<file path="src/rtl/core/assert_macros.svh">
// ----------------------------------------------------------------------------
// Assertion macros
// Wrappers for concurrent checks. They expand to nothing in synthesis builds.
// ----------------------------------------------------------------------------
`ifndef ASSERT_MACROS_SVH
`define ASSERT_MACROS_SVH

`ifndef SYNTHESIS

// Check on every rising edge, ignored while reset is asserted.
`define LPL_ASSERT(lbl, clk, rstn, prop, msg) \
  lbl: assert property (@(posedge clk) disable iff (!(rstn)) (prop)) else $error(msg);

// Check on every rising edge, reset included.
`define LPL_ASSERT_ALWAYS(lbl, clk, prop, msg) \
  lbl: assert property (@(posedge clk) (prop)) else $error(msg);

`else

`define LPL_ASSERT(lbl, clk, rstn, prop, msg)
`define LPL_ASSERT_ALWAYS(lbl, clk, prop, msg)

`endif

`endif

</file>
<file path="src/rtl/core/lpl_pkg.sv">
// ----------------------------------------------------------------------------
// Look-ahead peak limiter package
// Widths, constants, register indexes and shared types of the limiter.
// ----------------------------------------------------------------------------
package lpl_pkg;

  // Field widths.
  localparam int SMP_W     = 24;  // input sample, Q1.23 signed
  localparam int OUT_W     = 25;  // output sample, Q2.23 signed
  localparam int GAIN_W    = 24;  // envelope gain, Q1.23 unsigned
  localparam int IGAIN_W   = 16;  // input gain, Q4.12 unsigned
  localparam int COEF_W    = 24;  // smoothing coefficient, Q0.24
  localparam int CEIL_W    = 24;  // ceiling, Q1.23 unsigned
  localparam int DLEN_W    = 10;  // look-ahead length field
  localparam int SCL_W     = 28;  // gain-scaled sample

  // Stream and configuration port widths.
  localparam int IN_TDATA_W  = 48;
  localparam int OUT_TDATA_W = 80;
  localparam int OUT_PAD_W   = OUT_TDATA_W - 2 * OUT_W - GAIN_W;
  localparam int CFG_IDX_W   = 3;
  localparam int CFG_DATA_W  = 24;

  // Look-ahead memory.
  localparam int MAX_DELAY = 512;
  localparam int ADDR_W    = $clog2(MAX_DELAY);
  localparam int FILL_W    = ADDR_W + 1;

  // Serial step counts.
  localparam int IGAIN_FRAC  = 12;
  localparam int SCALE_STEPS = IGAIN_W;
  localparam int SCALE_LOW   = SCALE_STEPS - IGAIN_FRAC;
  localparam int OUT_STEPS   = GAIN_W;
  localparam int ENV_STEPS   = COEF_W;
  localparam int QUO_W       = 23;
  localparam int CNT_W       = 5;

  // Gain and ceiling limits.
  localparam logic [GAIN_W-1:0]  UNITY_GAIN = 24'd8388608;
  localparam logic [CEIL_W-1:0]  CEIL_MIN   = 24'd2107246;
  localparam logic [CEIL_W-1:0]  CEIL_MAX   = 24'd8388608;
  localparam logic [COEF_W:0]    COEF_ONE   = 25'd16777216;

  // Register reset values.
  localparam logic                RST_ENABLE    = 1'b1;
  localparam logic [CEIL_W-1:0]   RST_CEILING   = 24'd8388608;
  localparam logic [IGAIN_W-1:0]  RST_IN_GAIN   = 16'd4096;
  localparam logic [COEF_W-1:0]   RST_ATTACK    = 24'd16431307;
  localparam logic [COEF_W-1:0]   RST_RELEASE   = 24'd16773721;
  localparam logic [DLEN_W-1:0]   RST_DELAY_LEN = 10'd480;

  // Configuration register indexes.
  typedef enum logic [CFG_IDX_W-1:0] {
    REG_ENABLE      = 3'd0,
    REG_CEILING     = 3'd1,
    REG_INPUT_GAIN  = 3'd2,
    REG_ATTACK      = 3'd3,
    REG_RELEASE     = 3'd4,
    REG_DELAY_LEN   = 3'd5
  } reg_idx_t;

  // Sequencer states.
  typedef enum logic [6:0] {
    ST_IDLE  = 7'b0000001,
    ST_SCALE = 7'b0000010,
    ST_PEAK  = 7'b0000100,
    ST_DIV   = 7'b0001000,
    ST_ENV   = 7'b0010000,
    ST_MUL   = 7'b0100000,
    ST_DONE  = 7'b1000000
  } state_t;

  // Control of one serial multiplier lane.
  typedef struct packed {
    logic clr;   // load the parallel operand, clear the accumulator
    logic step;  // take one multiplier bit
    logic mbit;  // current multiplier bit, LSB first
  } lane_ctl_t;

  // Access request to the look-ahead memory.
  typedef struct packed {
    logic              rd_en;
    logic              wr_en;
    logic [ADDR_W-1:0] addr;
  } dly_req_t;

endpackage

</file>
<file path="src/rtl/core/lpl_lane.sv">
// ----------------------------------------------------------------------------
// Serial multiplier lane
// Shift-add multiplier: a parallel operand times a multiplier taken one bit
// per cycle on step high, LSB first. Low product bits go to a shift register.
// ----------------------------------------------------------------------------
module lpl_lane (
  input  logic                                clk,
  input  lpl_pkg::lane_ctl_t                  ctl,
  input  logic [lpl_pkg::SCL_W-1:0]           a_in,
  output logic [lpl_pkg::SCL_W-1:0]           acc,
  output logic [lpl_pkg::OUT_STEPS-1:0]       low
);
  import lpl_pkg::*;

  logic [SCL_W-1:0]     a_r;
  logic [SCL_W-1:0]     acc_r;
  logic [OUT_STEPS-1:0] low_r;
  logic [SCL_W:0]       sum;

  // Partial sum of this step; the accumulator stays below the operand.
  assign sum = {1'b0, acc_r} + (ctl.mbit ? {1'b0, a_r} : '0);

  // Accumulate and shift right, the dropped bit enters the low register.
  always_ff @(posedge clk) begin
    if (ctl.clr) begin
      a_r   <= a_in;
      acc_r <= '0;
      low_r <= '0;
    end else if (ctl.step) begin
      acc_r <= sum[SCL_W:1];
      low_r <= {sum[0], low_r[OUT_STEPS-1:1]};
    end
  end

  assign acc = acc_r;
  assign low = low_r;

endmodule

</file>
<file path="config.mk">
export PLATFORM = sky130hd
export DESIGN_NAME = lpl_lane
export DESIGN_NICKNAME = d
export VERILOG_FILES = /design/src/rtl/core/assert_macros.svh /design/src/rtl/core/lpl_pkg.sv /design/src/rtl/core/lpl_lane.sv
export SDC_FILE = /design/constraint.sdc
export NUM_CORES = 1
export LEC_CHECK = 0
export ABC_CLOCK_PERIOD_IN_PS = 3300
export BUFFER_PORTS_ARGS = -buffer_cell sky130_fd_sc_hd__buf_4
export CORE_ASPECT_RATIO = 1.75
export CORE_MARGIN = 5
export CORE_UTILIZATION = 55
export CTS_BUF_LIST = sky130_fd_sc_hd__clkbuf_16
export DETAILED_ROUTE_END_ITERATION = 8
export GPL_ROUTABILITY_DRIVEN = 0
export MAX_ROUTING_LAYER = met4
export PLACE_DENSITY = 0.8
export SYNTH_ARGS = -nofsm -noshare
export SYNTH_HDL_FRONTEND = slang
export SYNTH_SLANG_ARGS = --single-unit
</file>
<file path="constraint.sdc">
create_clock -name clk -period 3.3 [get_ports clk]
set_input_delay 0.165 -clock clk [delete_from_list [all_inputs] [get_ports clk]]
set_output_delay 0.165 -clock clk [all_outputs]
set_load 0.1 [all_outputs]
</file>
Word-level counts from Yosys, hierarchy flattened:

Index checks and enable logic that the tools add are counted.

* add/subtract/negate cells: 1
* muxes and demuxes: 1

Operator list (count)
* $add 28x28->29: 1
* $mux 28: 1

* output and inout bits: 52
* input bits: 32
* bits in registers: 80
* word-level logic and storage cells: 5

Depth between registers and ports, before layout:

* depth in word-level cells: 2
* mapped depth: 12
* mapped depth without buffers: 11

Least setup slack after synthesis:

OpenSTA, ideal clock, no wires.

* kind: register to register
* start: register acc_r[4], in the netlist acc[4]
* end: register acc_r[26], in the netlist acc[26]
* cell stages (with the launch flop): 10
* required time: 3181 ps
* clock period less this slack: 2984 ps
* setup slack: 316 ps
* path buffers: 0
* arrival time: 2865 ps
* setup time: 119 ps
* cells stage by stage: dfxtp_1 ha_1 a21o_1 a31o_1 a31oi_4 o21bai_2 a21bo_2 a221oi_2 xnor2_1 a22o_1

* cells in the longest elaborated chain, start to end: 1

RTL lines
* start: declaration: RTL line lpl_lane.sv:16 `logic [SCL_W-1:0] acc_r;`
* start signal: assignment: RTL line lpl_lane.sv:30 `acc_r <= sum[SCL_W:1];`
* $add 28x28->29: RTL line lpl_lane.sv:21 `assign sum = {1'b0, acc_r} + (ctl.mbit ? {1'b0, a_r} : '0);`

No other way between the ends.
A chain may end at the register's enable or synchronous reset.

Final worst setup path:

* start: register a_r[2]
* end: register acc_r[24], in the netlist acc[24]

* cells in the longest elaborated chain, start to end: 2

RTL lines
* start: declaration: RTL line lpl_lane.sv:15 `logic [SCL_W-1:0] a_r;`
* start signal: assignment: RTL line lpl_lane.sv:26 `a_r <= a_in;`
* $mux 28: RTL line lpl_lane.sv:21
* $add 28x28->29: RTL line lpl_lane.sv:21

No other way between the ends.

==> metrics.md <==
| Metric | Value |
|---|---|
| Status | completed |
| Final setup TNS | 0 ns |
| Worst-Margin Slew | 0.660 ns |
| Setup crit end | acc[24]$_SDFFE_PP0P_ |
| Power per cell area | between 500 and 600 nW/µm² |
| Antenna fix cells | 0 |
| Synth-to-Final Area Change | 27.6% |
| Mux cell area share after synthesis | between 7 and 8% |
| Slew headroom | between 50% and 60% |
| Hold Fails Final Rpt | 0 |
| DRT iter0 DRCs | between 150 and 200 |
| Worst min path class | in -> reg |
| Clk_lat worst skew | 0.34 ns |
| Antenna violations before repair | 0 |
| Core area | 7510 µm² |
| Max-cap viol count | 0 |
| Vias per cell | about 5.6 |
| I/O Buffers | 83 |
| Netlist cell types | between 40 and 50 |
| Ys async rst share | 0% |
| Max Root-Sink Buffers | 2 |
| R2r setup slk | ~0.55 ns |
| CTS buffer count | 9 |
| Netlist Area Pre-Place | 4200 µm² |
| Worst setup EP type | flop |
| Crit path DAT | between 2 and 3 ns |
| Rows | 42 |
| Final Max Slew Viols | 0 |
| Drt wl/cell | around 16 µm |
| Clock Skew | between 0.01 and 0.015 ns |
| R2R Path End | acc[24]$_SDFFE_PP0P_ |
| HPWL after DPL | between 7 and 8 mm |
| Synth Area in Simple Gates | roughly 16% |
| Post-Synth Adder-Cell Area | 8.82% |
| Fin crit share | between 80% and 90% |
| Fmax | 0.363 GHz |
| Avg Cell Area, Syn | around 10 µm² |
| Die X | ~76 µm |
| Final ANT Viol Nets | 0 |
| Syn_nets | just under 500 |
| Top_reg_cell synth | dfxtp_1 |
| Worst-path maximum fanout | 4 |
| Initial cell density of the core | 55.9% |
| Seq/Total Area, Yosys | approximately 45% |
| Total GRT Usage | 21.9% |
| FF-to-FF Start | a_r[2]$_DFFE_PP_ |
| Htree depth | 3 |
| Ys Warns | 0 |
| Final core occ | between 70% and 80% |
| TritonRoute pass-1 iters | 4 |
| First-pass GRT wire length | between 15 and 20 mm |
| Vias in the first global route | 3723 |
| Min cycle time layout | between 2 and 3 ns |
| Critical Path Source | a_r[2]$_DFFE_PP_ |
| Setup violators final | 0 |
| Io pins | 84 |
| Die ar. | roughly 9600 µm² |
| DRT Wirelength | about 10 mm |
| Final nets | around 590 |
| CP Class | reg -> reg |
| # DRC | 0 |
| Post-CTS Setup Bufs | 0 |
| RSZ-0062 raised after global routing | false |
| Synthesis-stage register bit count | 80 |
| Die Y | between 100 and 150 µm |
| Fraction of the mapped netlist area in compound gates | approximately 16% |
| EDFF count, synth | 28 |
| Largest net degree at the start of global routing | 59 |
| Maximum vdd drop | approximately 0.00043 V |
| TritonCTS clock tree | done |
| Grt ovf | 0 |
| R2R cell count | 9 |
| Via count | 3477 |
| Reg clk slew, reported paths | around 0.060 ns |
| WP data required | around 3.5 ns |
| Type of origin of the critical path | flop |
| Mapped Cells | between 400 and 500 |
| CTS root buf | clkbuf_16 |
| Clk sink count | 80 |
| Layout cell share with drive strength beyond 1 | 19.7% |
| Post-synthesis xor/xnor area fraction | under 10% |
| Leakage | 2.43 nW |
| Main combinational cell family by area after synthesis | compound AO/OA/AOI/OAI gates |
==> per-layer routing <==
layer  vias to the layer above  global-route usage (%)  wire (µm)
li1                       1736                       -          -
met1                      1624                    22.3       3790
met2                        94                    39.7       5490
met3                        23                    4.75        415
met4                         0                    9.58        312
met5                         -                       -          0
==> layout make-up <==
class | instances | area, µm²
Clock inverter | 6 | 40.0
Multi-Input combinational cell | 328 | 2240
Inverter | 7 | 26.3
Tap cell | 88 | 110
Fill cell | 583 | 2160
Timing Repair Buffer | 102 | 811
Sequential cell | 80 | 1880
Clock buffer | 10 | 250
==> cells in the mapped netlist (all sizes together), types with 7 or more instances <==
library cell,number,area [µm²]
clkbuf,11,41.3
ha,28,350
nor2,62,233
a22o,8,70.1
edfxtp,28,841
dfxtp,52,1040
nand3,8,40.0
nand2,26,97.6
and2,30,188
inv,7,26.3
a21oi,38,190
a21o,8,60.1
o21ai,13,65.1
mux2i,31,310
xnor2,18,158
==> critical path, stage by stage (launching register included) <==
cell and delay [ns]:
edfxtp_1 0.37, and2_1 0.17, ha_1 0.32, nor2b_1 0.30, a31oi_4 0.15, o31ai_1 0.54, a41o_1 0.37, a31oi_1 0.13
xnor2_1 0.14, a22o_1 0.17
==> cells by family (layout without fill, tap and decap cells) <==
family / after synthesis / after routing
mux: 31 / 31
xor+xnor: 24 / 24
simple gates: 144 / 144
flops: 80 / 80
buf+inv: 21 / 125
fa+ha+maj: 29 / 29
compound gates: 100 / 100
==> sequential cells by signal, indices dropped and copies added (netlist names) <==
name and flops:
acc 28, low 24, a_r 28
==> placed cells by master (no fill, tap or decap), types with 2 or more instances in the layout <==
cell type      synthesis  routed
mux2i_1               31      31
o21a_1                 4       4
o21ai_0               13      13
a22o_1                 8       8
nor2b_1                4       4
and2_1                30      30
nand2_1               26      26
a211oi_1               5       5
inv_1                  7       8
nor3_1                 4       4
a31oi_1                4       4
o21bai_1               4       4
nand4_1                4       4
o211ai_1               2       2
clkbuf_16              0      10
nand3_1                8       8
ha_1                  28      28
o31ai_1                2       2
nor2_1                62      62
dfxtp_1               52      52
and3_1                 2       2
a21o_1                 8       8
dlygate4sd3_1          0      18
buf_4                  0      84
a21oi_1               38      38
xnor2_1               18      18
clkinv_4               0       2
xor2_1                 6       6
edfxtp_1              28      28
==> stage by stage <==
step | instances | instance area, µm² | worst slack, ns | power [mW] | hold WS (ns)
floorplan | 429 | 4200 | 0.316 | 1.66 | 0.264
global placement | 587 | 4890 | 0.608 | 1.81 | 0.343
detailed placement | 587 | 4890 | 0.523 | 1.82 | 0.344
CTS | 620 | 5350 | 0.571 | 2.80 | 0.000395
global route | 621 | 5360 | 0.263 | 2.90 | 0.000668
finish | 621 | 5360 | 0.547 | 2.78 | 0.00558
==> how the worst min path moves through the flow <==
stage	slack (ns)	from	endpoint	cells past startpoint
floorplan	0.26	a_in[0]	a_r[0]$_DFFE_PP_	0
global placement	0.34	a_in[10]	a_r[10]$_DFFE_PP_	1
detailed placement	0.34	a_in[27]	a_r[27]$_DFFE_PP_	1
CTS	0.0004	a_in[8]	a_r[8]$_DFFE_PP_	1
global route	0.0007	a_in[25]	a_r[25]$_DFFE_PP_	1
finish	0.006	a_in[25]	a_r[25]$_DFFE_PP_	1
==> timing repair <==
| item | in CTS | in global routing |
|---|---|---|
| hold buffers | 17 | 1 |
| resized for setup | 0 | 0 |
| endpoints found under the hold margin | 17 | 1 |
| endpoints found under the setup margin | 0 | 0 |
==> power breakdown <==
part           leakage [nW]  internal (mW)  total [mW]  switching (mW)
Sequential            0.697           1.08        1.12          0.0383
Clock                 0.147          0.556       0.958           0.402
Combinational          1.59          0.226       0.701           0.476
Note: power is estimated with default switching activity, not from simulation.
