## config.mk

```make
export PLATFORM = sky130hd
export DESIGN_NAME = lpl_divider
export DESIGN_NICKNAME = d
export VERILOG_FILES = /design/src/rtl/core/assert_macros.svh /design/src/rtl/core/lpl_pkg.sv /design/src/rtl/core/lpl_divider.sv
export SDC_FILE = /design/constraint.sdc
export NUM_CORES = 1
export LEC_CHECK = 0
export BUFFER_PORTS_ARGS = -buffer_cell sky130_fd_sc_hd__buf_2
export CAP_MARGIN = 25
export CORE_ASPECT_RATIO = 0.5
export CORE_MARGIN = 2
export CORE_UTILIZATION = 30
export DETAILED_ROUTE_END_ITERATION = 12
export PLACE_DENSITY = 0.44
export SLEW_MARGIN = 40
export SYNTH_ARGS = -nofsm -noshare
export SYNTH_HDL_FRONTEND = slang
export SYNTH_SLANG_ARGS = --single-unit
```

## constraint.sdc

```tcl
create_clock -name clk -period 4.7 [get_ports clk]
set_clock_uncertainty 0.1 [all_clocks]
set_input_delay 0.94 -clock clk [delete_from_list [all_inputs] [get_ports clk]]
set_output_delay 0.94 -clock clk [all_outputs]
set_load 0.005 [all_outputs]
```

## src/rtl/core/assert_macros.svh

```systemverilog
// ----------------------------------------------------------------------------
// Assertion macros
// Wrappers for concurrent checks. They expand to nothing in synthesis builds.
// ----------------------------------------------------------------------------
`ifndef ASSERT_MACROS_SVH
`define ASSERT_MACROS_SVH

`ifndef SYNTHESIS

// Check on every rising edge, ignored while reset is asserted.
`define LPL_ASSERT(lbl, clk, rstn, prop, msg) \
  lbl: assert property (@(posedge clk) disable iff (!(rstn)) (prop)) else $error(msg);

// Check on every rising edge, reset included.
`define LPL_ASSERT_ALWAYS(lbl, clk, prop, msg) \
  lbl: assert property (@(posedge clk) (prop)) else $error(msg);

`else

`define LPL_ASSERT(lbl, clk, rstn, prop, msg)
`define LPL_ASSERT_ALWAYS(lbl, clk, prop, msg)

`endif

`endif

```

## src/rtl/core/lpl_pkg.sv

```systemverilog
// ----------------------------------------------------------------------------
// Look-ahead peak limiter package
// Widths, constants, register indexes and shared types of the limiter.
// ----------------------------------------------------------------------------
package lpl_pkg;

  // Field widths.
  localparam int SMP_W     = 24;  // input sample, Q1.23 signed
  localparam int OUT_W     = 25;  // output sample, Q2.23 signed
  localparam int GAIN_W    = 24;  // envelope gain, Q1.23 unsigned
  localparam int IGAIN_W   = 16;  // input gain, Q4.12 unsigned
  localparam int COEF_W    = 24;  // smoothing coefficient, Q0.24
  localparam int CEIL_W    = 24;  // ceiling, Q1.23 unsigned
  localparam int DLEN_W    = 10;  // look-ahead length field
  localparam int SCL_W     = 28;  // gain-scaled sample

  // Stream and configuration port widths.
  localparam int IN_TDATA_W  = 48;
  localparam int OUT_TDATA_W = 80;
  localparam int OUT_PAD_W   = OUT_TDATA_W - 2 * OUT_W - GAIN_W;
  localparam int CFG_IDX_W   = 3;
  localparam int CFG_DATA_W  = 24;

  // Look-ahead memory.
  localparam int MAX_DELAY = 512;
  localparam int ADDR_W    = $clog2(MAX_DELAY);
  localparam int FILL_W    = ADDR_W + 1;

  // Serial step counts.
  localparam int IGAIN_FRAC  = 12;
  localparam int SCALE_STEPS = IGAIN_W;
  localparam int SCALE_LOW   = SCALE_STEPS - IGAIN_FRAC;
  localparam int OUT_STEPS   = GAIN_W;
  localparam int ENV_STEPS   = COEF_W;
  localparam int QUO_W       = 23;
  localparam int CNT_W       = 5;

  // Gain and ceiling limits.
  localparam logic [GAIN_W-1:0]  UNITY_GAIN = 24'd8388608;
  localparam logic [CEIL_W-1:0]  CEIL_MIN   = 24'd2107246;
  localparam logic [CEIL_W-1:0]  CEIL_MAX   = 24'd8388608;
  localparam logic [COEF_W:0]    COEF_ONE   = 25'd16777216;

  // Register reset values.
  localparam logic                RST_ENABLE    = 1'b1;
  localparam logic [CEIL_W-1:0]   RST_CEILING   = 24'd8388608;
  localparam logic [IGAIN_W-1:0]  RST_IN_GAIN   = 16'd4096;
  localparam logic [COEF_W-1:0]   RST_ATTACK    = 24'd16431307;
  localparam logic [COEF_W-1:0]   RST_RELEASE   = 24'd16773721;
  localparam logic [DLEN_W-1:0]   RST_DELAY_LEN = 10'd480;

  // Configuration register indexes.
  typedef enum logic [CFG_IDX_W-1:0] {
    REG_ENABLE      = 3'd0,
    REG_CEILING     = 3'd1,
    REG_INPUT_GAIN  = 3'd2,
    REG_ATTACK      = 3'd3,
    REG_RELEASE     = 3'd4,
    REG_DELAY_LEN   = 3'd5
  } reg_idx_t;

  // Sequencer states.
  typedef enum logic [6:0] {
    ST_IDLE  = 7'b0000001,
    ST_SCALE = 7'b0000010,
    ST_PEAK  = 7'b0000100,
    ST_DIV   = 7'b0001000,
    ST_ENV   = 7'b0010000,
    ST_MUL   = 7'b0100000,
    ST_DONE  = 7'b1000000
  } state_t;

  // Control of one serial multiplier lane.
  typedef struct packed {
    logic clr;   // load the parallel operand, clear the accumulator
    logic step;  // take one multiplier bit
    logic mbit;  // current multiplier bit, LSB first
  } lane_ctl_t;

  // Access request to the look-ahead memory.
  typedef struct packed {
    logic              rd_en;
    logic              wr_en;
    logic [ADDR_W-1:0] addr;
  } dly_req_t;

endpackage

```

## src/rtl/core/lpl_divider.sv

```systemverilog
// ----------------------------------------------------------------------------
// Serial target-gain divider
// Restoring divider, one quotient bit per cycle: ceiling * 2^23 / peak for
// a peak above the ceiling, so the quotient stays below unity.
// ----------------------------------------------------------------------------
module lpl_divider (
  input  logic                          clk,
  input  logic                          rst_n,
  input  logic                          start,
  input  logic [lpl_pkg::CEIL_W-1:0]    dividend,
  input  logic [lpl_pkg::SCL_W-1:0]     divisor,
  output logic [lpl_pkg::QUO_W-1:0]     quo,
  output logic                          done
);
  import lpl_pkg::*;

  logic             busy_r;
  logic             done_r;
  logic [CNT_W-1:0] cnt_r;
  logic [SCL_W-1:0] rem_r;
  logic [SCL_W-1:0] div_r;
  logic [QUO_W-1:0] quo_r;
  logic [SCL_W:0]   trial;
  logic [SCL_W+1:0] diff;
  logic             ge;

  // The remainder always stays below the divisor; the next dividend bits are zero.
  assign trial = {rem_r, 1'b0};
  assign diff  = {1'b0, trial} - {2'b00, div_r};
  assign ge    = ~diff[SCL_W+1];

  // Control.
  always_ff @(posedge clk) begin
    if (!rst_n) begin
      busy_r <= 1'b0;
      done_r <= 1'b0;
      cnt_r  <= '0;
    end else begin
      done_r <= 1'b0;
      if (start) begin
        busy_r <= 1'b1;
        cnt_r  <= '0;
      end else if (busy_r) begin
        cnt_r <= cnt_r + 1'b1;
        if (cnt_r == CNT_W'(QUO_W - 1)) begin
          busy_r <= 1'b0;
          done_r <= 1'b1;
        end
      end
    end
  end

  // Remainder and quotient shift.
  always_ff @(posedge clk) begin
    if (start) begin
      rem_r <= SCL_W'(dividend);
      div_r <= divisor;
      quo_r <= '0;
    end else if (busy_r) begin
      rem_r <= ge ? diff[SCL_W-1:0] : trial[SCL_W-1:0];
      quo_r <= {quo_r[QUO_W-2:0], ge};
    end
  end

  assign quo  = quo_r;
  assign done = done_r;

endmodule

```

# Yosys cells after proc, flatten, opt, wreduce, memory -nomap -nowiden

Index checks and enable logic that the tools add are counted.

Add/sub/neg operators: 2
Eq/ne operators: 1
Mux-type cells: 7
Bitwise logic cells: 3
Reductions and logical operators: 3

Operators with widths:

| kind                                         | count |
|---|---|
| 2-to-1 mux 24 bit                            | 2 |
| subtractor 29 x 28 -> 30 bit                 | 1 |
| 2-to-1 mux 28 bit                            | 1 |
| adder 5 x 1 -> 5 bit (second input constant) | 1 |
| == test 5 bit (second input constant)        | 1 |
| 2-to-1 mux 1 bit                             | 4 |
| inverter 1 bit                               | 3 |
| OR reduction 3 bit                           | 1 |
| nonzero test 2 bit                           | 1 |
| OR reduction 2 bit                           | 1 |

Register bits: 86
Input port bits: 55
Output and inout port bits: 24

# Depth between registers and ports, before layout

Gate-level depths: netlist of the first run.

Depth in word-level cells: 4
Depth in mapped cells: 12
Depth with buffers taken out: 9

# Worst setup path after synthesis of the first run

No wires, ideal clock.

Path kind: register to register
Start: register rem_r[13]
End: register rem_r[14] (data pin)
Arrival: 2,414 ps
Required time: 4,333 ps
Slack: 1,919 ps
Stages on the path, launching flop included: 12
Clock period less this slack: 2,781 ps
Cells stage by stage: edfxtp_1 ha_1 buf_6 a211o_1 a211oi_2 nor2_1 a221oi_2 o221a_1 buf_6 buf_6 mux2i_1 o21ai_1

Word-level cells in the longest chain between the ends: 4

Ends and longest elaborated chain:

| element                      | line              | RTL |
|---|---|---|
| start, declared              | lpl_divider.sv:20 | `logic [SCL_W-1:0] rem_r;` |
| start signal, assigned       | lpl_divider.sv:56 | `rem_r <= SCL_W'(dividend);` |
| start signal, assigned       | lpl_divider.sv:60 | `rem_r <= ge ? diff[SCL_W-1:0] : trial[SCL_W-1:0];` |
| subtractor 29 x 28 -> 30 bit | lpl_divider.sv:29 | `assign diff = {1'b0, trial} - {2'b00, div_r};` |
| 2-to-1 mux 28 bit (*)        | lpl_divider.sv:60 |  |
| 2-to-1 mux 24 bit (*)        | lpl_divider.sv:59 | `end else if (busy_r) begin` |
| 2-to-1 mux 24 bit (*)        | lpl_divider.sv:55 | `if (start) begin` |

Every way passes the cells marked *; elsewhere a longest branch is shown, timed or not. The select of a mux whose other input is x is not followed.
A chain may end at the register's enable or synchronous reset.

# Worst setup path after layout of the first run

Start: register rem_r[0]
End: register rem_r[14] (data pin)

Word-level cells in the longest chain between the ends: 4

Ends and longest elaborated chain:

| element                      | line |
|---|---|
| subtractor 29 x 28 -> 30 bit | lpl_divider.sv:29 |
| 2-to-1 mux 28 bit            | lpl_divider.sv:60 |
| 2-to-1 mux 24 bit            | lpl_divider.sv:59 |
| 2-to-1 mux 24 bit            | lpl_divider.sv:55 |

Every way passes these cells. The select of a mux whose other input is x is not followed.

==> results of run 1 <==
-- cell type report --
class / instances / area (sq um)
clock inverter: 6 / 52.6
tap: 227 / 284
inverter: 35 / 131
fill: 1702 / 10500
clock buffer: 10 / 229
multi-input combinational: 357 / 2520
sequential: 86 / 2250
timing repair buffer: 81 / 415
-- power by group through the flow --
stage / clock (uW) / sequential [uW] / combinational, uW
after floorplan: 0 / 917 / 562
after global placement: 0 / 940 / 705
after detailed placement: 0 / 940 / 701
after CTS: 736 / 924 / 705
after global routing: 760 / 930 / 788
final: 705 / 923 / 703
-- logic make-up after synthesis --
kind of cell	count (synthesis)	synth area share
xor gates and xnor gates	24	0.0417
AOI/OAI and AO/OA	125	0.183
adders and majority gates	30	0.0760
buffers and inverters	61	0.0542
and+or+nand+nor	148	0.140
muxes	30	0.0599
DFF	86	0.445
-- how the worst max path moves through the flow --
stage	slack (ps)	endpoint	start
2_1_floorplan	1920	rem_r[14]	rem_r[13]
3_3_place_gp	1240	rem_r[14]	rem_r[10]
3_5_place_dp	1150	rem_r[1]	rem_r[13]
4_1_cts	1160	rem_r[1]	rem_r[0]
5_1_grt	860	rem_r[14]	rem_r[0]
6_report	1140	rem_r[14]	rem_r[0]
-- synthesized netlist by cell type (all sizes together) (8+ instances only) --
| master | instances |
|---|---|
| edfxtp | 52 |
| nor2 | 43 |
| nand2 | 40 |
| inv | 35 |
| dfxtp | 34 |
| ha | 29 |
| mux2i | 29 |
| a21oi | 22 |
| nand3 | 18 |
| o21ai | 18 |
| xor2 | 17 |
| clkbuf | 16 |
| a21o | 15 |
| buf | 10 |
| and2 | 9 |
| nor3 | 9 |
| o311ai | 9 |
| o211ai | 8 |
-- layout by cell type, fill, tap and decap left out, drive strengths merged, types with 3 or more instances in the layout --
cell type  instances
a221oi             4
buf               81
inv               39
xnor2              7
a21o              15
nor2b              3
nand2b             3
nor3               9
clkbuf            10
a31oi              7
nand3             18
o31ai              6
and2               9
mux2i             29
a21oi             22
a211oi             7
o211ai             8
ha                29
o311ai             9
and3               6
nand3b             3
nor2              43
xor2              17
a211o              6
nand4              5
nand2             40
edfxtp            52
or3                3
o21ai             18
dfxtp             34
-- metrics by stage --
step / hold slack, ps / instances / total power (uW) / area [sq um]
4_1_cts: 403 / 802 / 2360 / 5880
5_1_grt: 435 / 802 / 2480 / 5880
3_5_place_dp: 384 / 786 / 1640 / 5600
6_report: 399 / 802 / 2330 / 5880
3_3_place_gp: 372 / 786 / 1640 / 5600
2_1_floorplan: 379 / 504 / 1480 / 5040
-- routing by layer --
layer / share of wire / vias up
met1: 0.50 / 1912
met2: 0.45 / 67
li1: - / 2004
met5: 0 / -
met3: 0.039 / 8
met4: 0.0081 / 0
-- sequential cells by signal, indices dropped and copies added, names as in the netlist --
name / flops
done: 1
div_r: 28
cnt_r: 5
rem_r: 28
quo: 23
busy_r: 1
-- tightest hold or removal path, stage by stage, from the launching register on --
cell and delay [ps]:
dfxtp_1 330, mux2i_1 60, nor2_1 70
==> key figures, run 1 <==
Worst setup path
  – Worst Setup End Kind: flip-flop
  – Worst path bufs/invs: 1
  – Crit-path cells: ha_1 -> nor2b_1 -> o2111ai_1 -> a211oi_2 -> a221oi_2 -> o221a_1 -> buf_4 -> mux2i_1 -> o21ai_1
  – Reg2reg path depth: 9
  – R2R Path End: rem_r[14]
  – Crit path max-delay family: compound AO/OA/AOI/OAI gates
  – Critical path type: reg -> reg
  – R2R Path Start: rem_r[0]
  – Critical path depth: 9
  – Crit path max fanout: 36
  – Kind of start point of the critical path: flip-flop
  – WP data required: 4680 ps
  – Slowest cell on crit path: o221a_1
  – Crit path largest cell delay: 470 ps
  – Setup slack, reg-to-reg: 1140 ps
  – Worst EP arrival: 3540 ps

Place
  – PortBufs: 78
  – Place WS: 1150 ps
  – Placer Congestion: 0.774
  – Final HPWL DP: 8880 um

Global routing
  – Vias in the first global route: 3821
  – GRT Total Usage: 0.144
  – Met3 Usage GRT: 0.0386
  – Grt peak-use layer: met2
  – Largest net degree at the start of global routing: 53
  – Initial antenna violation count: 0
  – Wire length of the first global-routing pass: 19900 um
  – GR Layer Usage met2: 0.239
  – Grt met1 use: 0.186
  – Total congestion overflow: 0

Power and ir drop
  – Sequential share of power: 0.396
  – Logic pwr share: 0.302
  – Peak VDD IR: 203 uV
  – Net Sw Power: 791 uW
  – Leakage: 0.00254 uW
  – Cell Int Power: 1540 uW
  – Clock power frac: 0.302
  – Power Dens Cells: 396 mW/mm^2
  – Sw Ratio: 0.340

Synthesis
  – Sequential cell area fraction in the yosys report: 0.445
  – Synthesis-stage register bit count: 86
  – Synth cell types: 62
  – Syn Std Cell Area: 0.00504 sq mm
  – Avg Inst Size Synth: 9.99 sq um
  – Area share of the largest cell type after synthesis: 0.310
  – Post-synth EDFFs: 52
  – Yosys warns: 0
  – Dominant synthesized flop cell: edfxtp_1
  – Mapped Cells: 504
  – Post-synth top area cell: edfxtp_1
  – Asr flop ratio synth: 0
  – Largest cells by area after synthesis: edfxtp_1 31%, dfxtp_1 14%, ha_1 7.2%
  – Syn_nets: 589

Die
  – Std-Cell Rows: 33
  – Initial Utilization: 0.307
  – Die Width: 187 um
  – Core box area: 0.0164 sq mm
  – Die area: 0.0179 sq mm
  – # IOs: 79
  – Chip height: 95.6 um

Drt
  – DRT antenna net count: 0
  – DRT iter0 DRCs: 204
  – DRT Wirelength: 12500 um
  – Avg WL per Cell: 15.6 um
  – Vias/cell: 4.98
  – # DRC: 0
  – Via count: 3991
  – Drt pass-1 iters: 4

Timing
  – Unrepaired setup endpoints after global routing: no
  – PnR worst setup slack: 1140 ps
  – Setup Viol. Count Final: 0
  – Rel. slew slack: 0.547
  – Fin Setup TNS: 0 ps
  – Final period util: 0.758
  – Fmax: 281 MHz
  – Worst-margin pin slew: 673 ps
  – Hold Vio Cnt, Final: 0
  – Tmin final: 3560 ps
  – Max Transition Viols Final: 0

Finish
  – Post-layout util: 0.359
  – Diode count: 0
  – Final nets: 655
  – Proportion of layout cells with a drive suffix above 1: 0.186
  – Synth-to-Final Area Change: 16.7%

Flow run
  – Max Cap Violations: 0

Clocking
  – CTS tree: done
  – Skew-Pair Late Insertion Delay: 350 ps
  – Hold Buf Count CTS: 0
  – Longest Clk Path Bufs: 2
  – Clock transition at the registers of the reported paths: 70 ps
  – Post-CTS Setup Inserts: 0
  – Post-cts sizing count: 0
  – CTS HTree Levels: 3
  – Root Buffer: clkbuf_16
  – CTS buffer count: 9
  – Clk sinks: 86

Hold path
  – Worst min-delay path startpoint: quo[22]
  – Cell count of the worst hold path: 2
  – Hold Crit Class: reg -> reg
  – Hold endpoint: quo[22]

Run status
  – Status: finished clean
Note: power is estimated with default switching activity, not from simulation.
==> run 2, diff against run 1 <==
==> constraint.sdc (replaced) <==
create_clock -name clk -period 3.55 [get_ports clk]
set_clock_uncertainty 0.1 [all_clocks]
set_input_delay 0.71 -clock clk [delete_from_list [all_inputs] [get_ports clk]]
set_output_delay 0.71 -clock clk [all_outputs]
set_load 0.005 [all_outputs]
==> run 2 against run 1 <==
Count of clock-buffer cells in the layout stayed put. First-iteration DRC count up 9.3%. Largest power group unchanged. Via count fell by 0.85%. Critical endpoint is now rem_r[13]. Register-to-register slack got worse by 760 ps.
==> key figures, run 2 (same netlist as run 1, synthesis figures left out) <==
Clocking
  – Hold Buf Count CTS: 0
  – CTS buffer count: 9
  – CTS HTree Levels: 3
  – Clk sinks: 86
  – Post-CTS Setup Inserts: 0
  – CTS tree: done
  – Skew-Pair Late Insertion Delay: 340 ps
  – Post-cts sizing count: 0
  – Clock transition at the registers of the reported paths: 70 ps
  – Longest Clk Path Bufs: 2
  – Root Buffer: clkbuf_16

Finish
  – Diode count: 0
  – Register area: 0.00224 sq mm
  – Most frequent cells in the layout: 77 x buf_2, 52 x edfxtp_1, 43 x nor2_1
  – Synth-to-Final Area Change: 17.8%
  – Final nets: 662
  – Multi-input gate area: 0.00252 sq mm
  – Filler Cell Count: 1705
  – Most common cell after layout, fill and taps aside: buf_2
  – Proportion of layout cells with a drive suffix above 1: 0.194
  – Post-layout util: 0.362

Drt
  – Met3 WL: 532 um
  – DRT met1 WL: 6210 um
  – # DRC: 0
  – Avg WL per Cell: 15.2 um
  – Vias/cell: 4.89
  – DRT antenna net count: 0
  – WL met2: 5450 um
  – Drt pass-1 iters: 4
  – DRT iter0 DRCs: 223
  – DR top layer: met4
  – DRT Wirelength: 12300 um
  – Via count: 3957

Global routing
  – Wire length of the first global-routing pass: 20200 um
  – Largest net degree at the start of global routing: 39
  – Vias in the first global route: 3883
  – GRT Total Usage: 0.144
  – Total congestion overflow: 0
  – Initial antenna violation count: 0

Hold path
  – Cell count of the worst hold path: 2
  – Hold endpoint: quo[0]
  – Worst min-delay path startpoint: quo[0]
  – Hold Crit Class: reg -> reg

Worst setup path
  – WP data required: 3530 ps
  – Reg2reg path depth: 9
  – R2R Path Start: rem_r[13]
  – Kind of start point of the critical path: flip-flop
  – Crit path max fanout: 26
  – Worst Setup End Kind: flip-flop
  – Critical path type: reg -> reg
  – Worst EP arrival: 3160 ps
  – Setup slack, reg-to-reg: 370 ps
  – R2R Path End: rem_r[13]

Timing
  – Tmin final: 3180 ps
  – Rel. slew slack: 0.639
  – Hold Vio Cnt, Final: 0
  – Unrepaired setup endpoints after global routing: no
  – Max Transition Viols Final: 0
  – Fin Setup TNS: 0 ps
  – Worst-margin pin slew: 541 ps
  – Fmax: 315 MHz
  – Setup Viol. Count Final: 0
  – Final period util: 0.895

Power and ir drop
  – Leakage: 0.00258 uW
  – Power Dens Cells: 519 mW/mm^2
  – Peak VDD IR: 230 uV

Die
  – Chip height: 95.6 um
  – Std-Cell Rows: 33
  – Initial Utilization: 0.307
  – Core box area: 0.0164 sq mm
  – # IOs: 79
  – Die Width: 187 um
  – Die area: 0.0179 sq mm

Run status
  – Status: finished clean

Flow run
  – Max Cap Violations: 0

Place
  – Placer Congestion: 0.824
  – PortBufs: 78
  – Final HPWL DP: 9020 um
==> run 2: area by class of cell <==
cell class,count,area share
tap,227,0.0479
multi-input combinational,357,0.425
clock buffer,10,0.0386
clock inverter,6,0.00717
sequential,86,0.378
inverter,35,0.0221
timing repair buffer,88,0.0810
==> run 2: routing by layer <==
metal / global-route usage / vias to the layer above
li1: - / 2018
met1: 0.190 / 1865
met2: 0.235 / 66
met3: 0.0434 / 8
met4: 0.0317 / 0
met5: 0 / -
==> run 2: worst max-delay path: stages, from the launching register on <==
cell,delay [ps]
edfxtp_1,400
ha_1,400
a211o_1,320
a211oi_2,180
nor2_1,110
a221oi_2,350
o221a_1,390
buf_12,220
or2_1,290
o211ai_1,150
==> run 2: report_power, final <==
part / switching (uW) / internal [uW]
clock: 419 / 481
combinational: 557 / 407
sequential: 51.2 / 1160
total: 1030 / 2050
==> run 2: metrics by stage <==
step / worst slack [ps] / cell area (sq um) / cells / total power, uW / hold slack [ps]
floorplan: 769 / 5040 / 504 / 1960 / 379
global placement: 361 / 5660 / 793 / 2200 / 372
detailed placement: 324 / 5660 / 793 / 2200 / 396
CTS: 317 / 5930 / 809 / 3130 / 413
global route: 112 / 5930 / 809 / 3290 / 415
finish: 373 / 5930 / 809 / 3080 / 416
==> run 2: how the worst max path moves through the flow <==
| stage | startpoint | end |
|---|---|---|
| 2_1_floorplan | rem_r[13] | rem_r[1] |
| 3_3_place_gp | rem_r[14] | rem_r[3] |
| 3_5_place_dp | rem_r[10] | rem_r[13] |
| 4_1_cts | rem_r[14] | rem_r[13] |
| 5_1_grt | rem_r[9] | rem_r[23] |
| 6_report | rem_r[13] | rem_r[13] |
==> run 3, diff against run 2 <==
==> constraint.sdc (replaced) <==
create_clock -name clk -period 3.55 [get_ports clk]
set_clock_uncertainty 0.1 [all_clocks]
set_input_delay 0.5325 -clock clk [delete_from_list [all_inputs] [get_ports clk]]
set_output_delay 0.5325 -clock clk [all_outputs]
set_load 0.005 [all_outputs]
==> run 3 against run 2 <==
Sequential share of layout area is 0.064 points lower. Design area is 0.17% higher. Maximum frequency is 2.0% lower. First-iteration DRC count is 31% lower. Combinational power hardly changed.
==> key figures, run 3 (same netlist as run 1, synthesis figures left out) <==
Drt
  – Drt pass-1 iters: 4
  – Avg WL per Cell: 15.3 um
  – Vias/cell: 4.88
  – DRT iter0 DRCs: 153
  – DRT antenna net count: 0
  – Via count: 3946
  – # DRC: 0
  – DRT Wirelength: 12400 um

Place
  – Final HPWL DP: 8990 um
  – Placed Cells incl. Taps: 793
  – Placer Congestion: 0.817
  – PortBufs: 78

Global routing
  – Vias in the first global route: 3813
  – GRT Total Usage: 0.143
  – Wire length of the first global-routing pass: 20000 um
  – Total congestion overflow: 0
  – Largest net degree at the start of global routing: 58
  – Initial antenna violation count: 0

Finish
  – Synth-to-Final Area Change: 18.0%
  – Final cell count without fillers: 809
  – Most frequent cells in the layout: 77 x buf_2, 52 x edfxtp_1, 43 x nor2_1
  – Final nets: 662
  – Diode count: 0
  – Proportion of layout cells with a drive suffix above 1: 0.194
  – Most common cell after layout, fill and taps aside: buf_2

Clocking
  – Root Buffer: clkbuf_16
  – CTS buffer count: 9
  – CTS HTree Levels: 3
  – CTS tree: done
  – Clock transition at the registers of the reported paths: 70 ps
  – Clk sinks: 86
  – Post-cts sizing count: 0
  – Longest Clk Path Bufs: 2
  – Hold Buf Count CTS: 0
  – Post-CTS Setup Inserts: 0
  – Skew-Pair Late Insertion Delay: 350 ps

Timing
  – Unrepaired setup endpoints after global routing: no
  – Setup Viol. Count Final: 0
  – Max Transition Viols Final: 0
  – Tmin final: 3240 ps
  – Worst-margin pin slew: 586 ps
  – Fin Setup TNS: 0 ps
  – Fmax: 309 MHz
  – Final period util: 0.913
  – Rel. slew slack: 0.609
  – Hold Vio Cnt, Final: 0

Worst setup path
  – Worst EP arrival: 3230 ps
  – WP data required: 3540 ps
  – Crit-path cells: ha_1 -> a21oi_1 -> o21ai_0 -> a22o_1 -> a221oi_2 -> o221a_1 -> buf_12 -> or2_1 -> o211ai_1
  – Critical path depth: 9
  – Slowest cell on crit path: edfxtp_1
  – Worst path bufs/invs: 1
  – Reg2reg path depth: 9
  – Worst Setup End Kind: flip-flop
  – Crit path max-delay family: compound AO/OA/AOI/OAI gates
  – Critical path type: reg -> reg
  – Crit path max fanout: 26
  – Kind of start point of the critical path: flip-flop
  – Crit path largest cell delay: 410 ps

Die
  – Initial Utilization: 0.307
  – Die area: 0.0179 sq mm
  – Die Width: 187 um
  – Chip height: 95.6 um
  – Core box area: 0.0164 sq mm
  – # IOs: 79
  – Std-Cell Rows: 33

Power and ir drop
  – Peak VDD IR: 261 uV
  – Leakage: 0.00258 uW
  – Power Dens Cells: 523 mW/mm^2

Hold path
  – Cell count of the worst hold path: 1
  – Hold Crit Class: in -> reg

Run status
  – Status: finished clean

Flow run
  – Max Cap Violations: 0
## run 3: metal layers
| metal | share of wire | vias to the layer above | GRT usage |
|---|---|---|---|
| li1 | - | 2017 | - |
| met1 | 0.51 | 1862 | 0.193 |
| met2 | 0.44 | 56 | 0.224 |
| met3 | 0.038 | 11 | 0.0401 |
| met4 | 0.011 | 0 | 0.0410 |
| met5 | 0 | - | 0 |
## run 3: per-stage QoR
step,setup WS (ps),utilization,area [sq um],total power [uW],hold WS (ps)
detailed placement,300,0.345,5660,2200,398
global route,114,0.362,5940,3310,236
global placement,371,0.345,5660,2200,373
floorplan,769,-,5040,1960,379
CTS,289,0.362,5940,3150,236
finish,309,0.362,5940,3110,250
## run 3: path summary, 6_finish.rpt
path / startpoint / end / slack [ps]
hold reg to reg: quo[22] / quo[22] / 400
setup reg to reg: rem_r[9] / rem_r[19] / 310
hold / removal: divisor[15] / div_r[15] / 250
setup / recovery: rem_r[9] / rem_r[19] / 310
## run 3: cell type report
| cell class | count | area (sq um) |
|---|---|---|
| clock buffers | 10 | 229 |
| clock inverters | 6 | 52.6 |
| well taps | 227 | 284 |
| inverters | 35 | 131 |
| multi-input cells | 357 | 2520 |
| flip-flops and latches | 86 | 2240 |
| repair buffers | 88 | 480 |
| fillers | 1690 | 10500 |
## run 3: power by group
part | total (uW) | switching, uW | internal [uW]
registers | 1210 | 49.4 | 1160
clock network | 935 | 446 | 489
logic | 961 | 554 | 407
total | 3110 | 1050 | 2060
## run 3: worst register-to-register path: cells and delay by family (launching register included)
kind	cells	cell delay, ps
buf+inv	1	220
flops	1	410
simple gates	1	320
compound gates	6	1540
fa+ha+maj	1	400
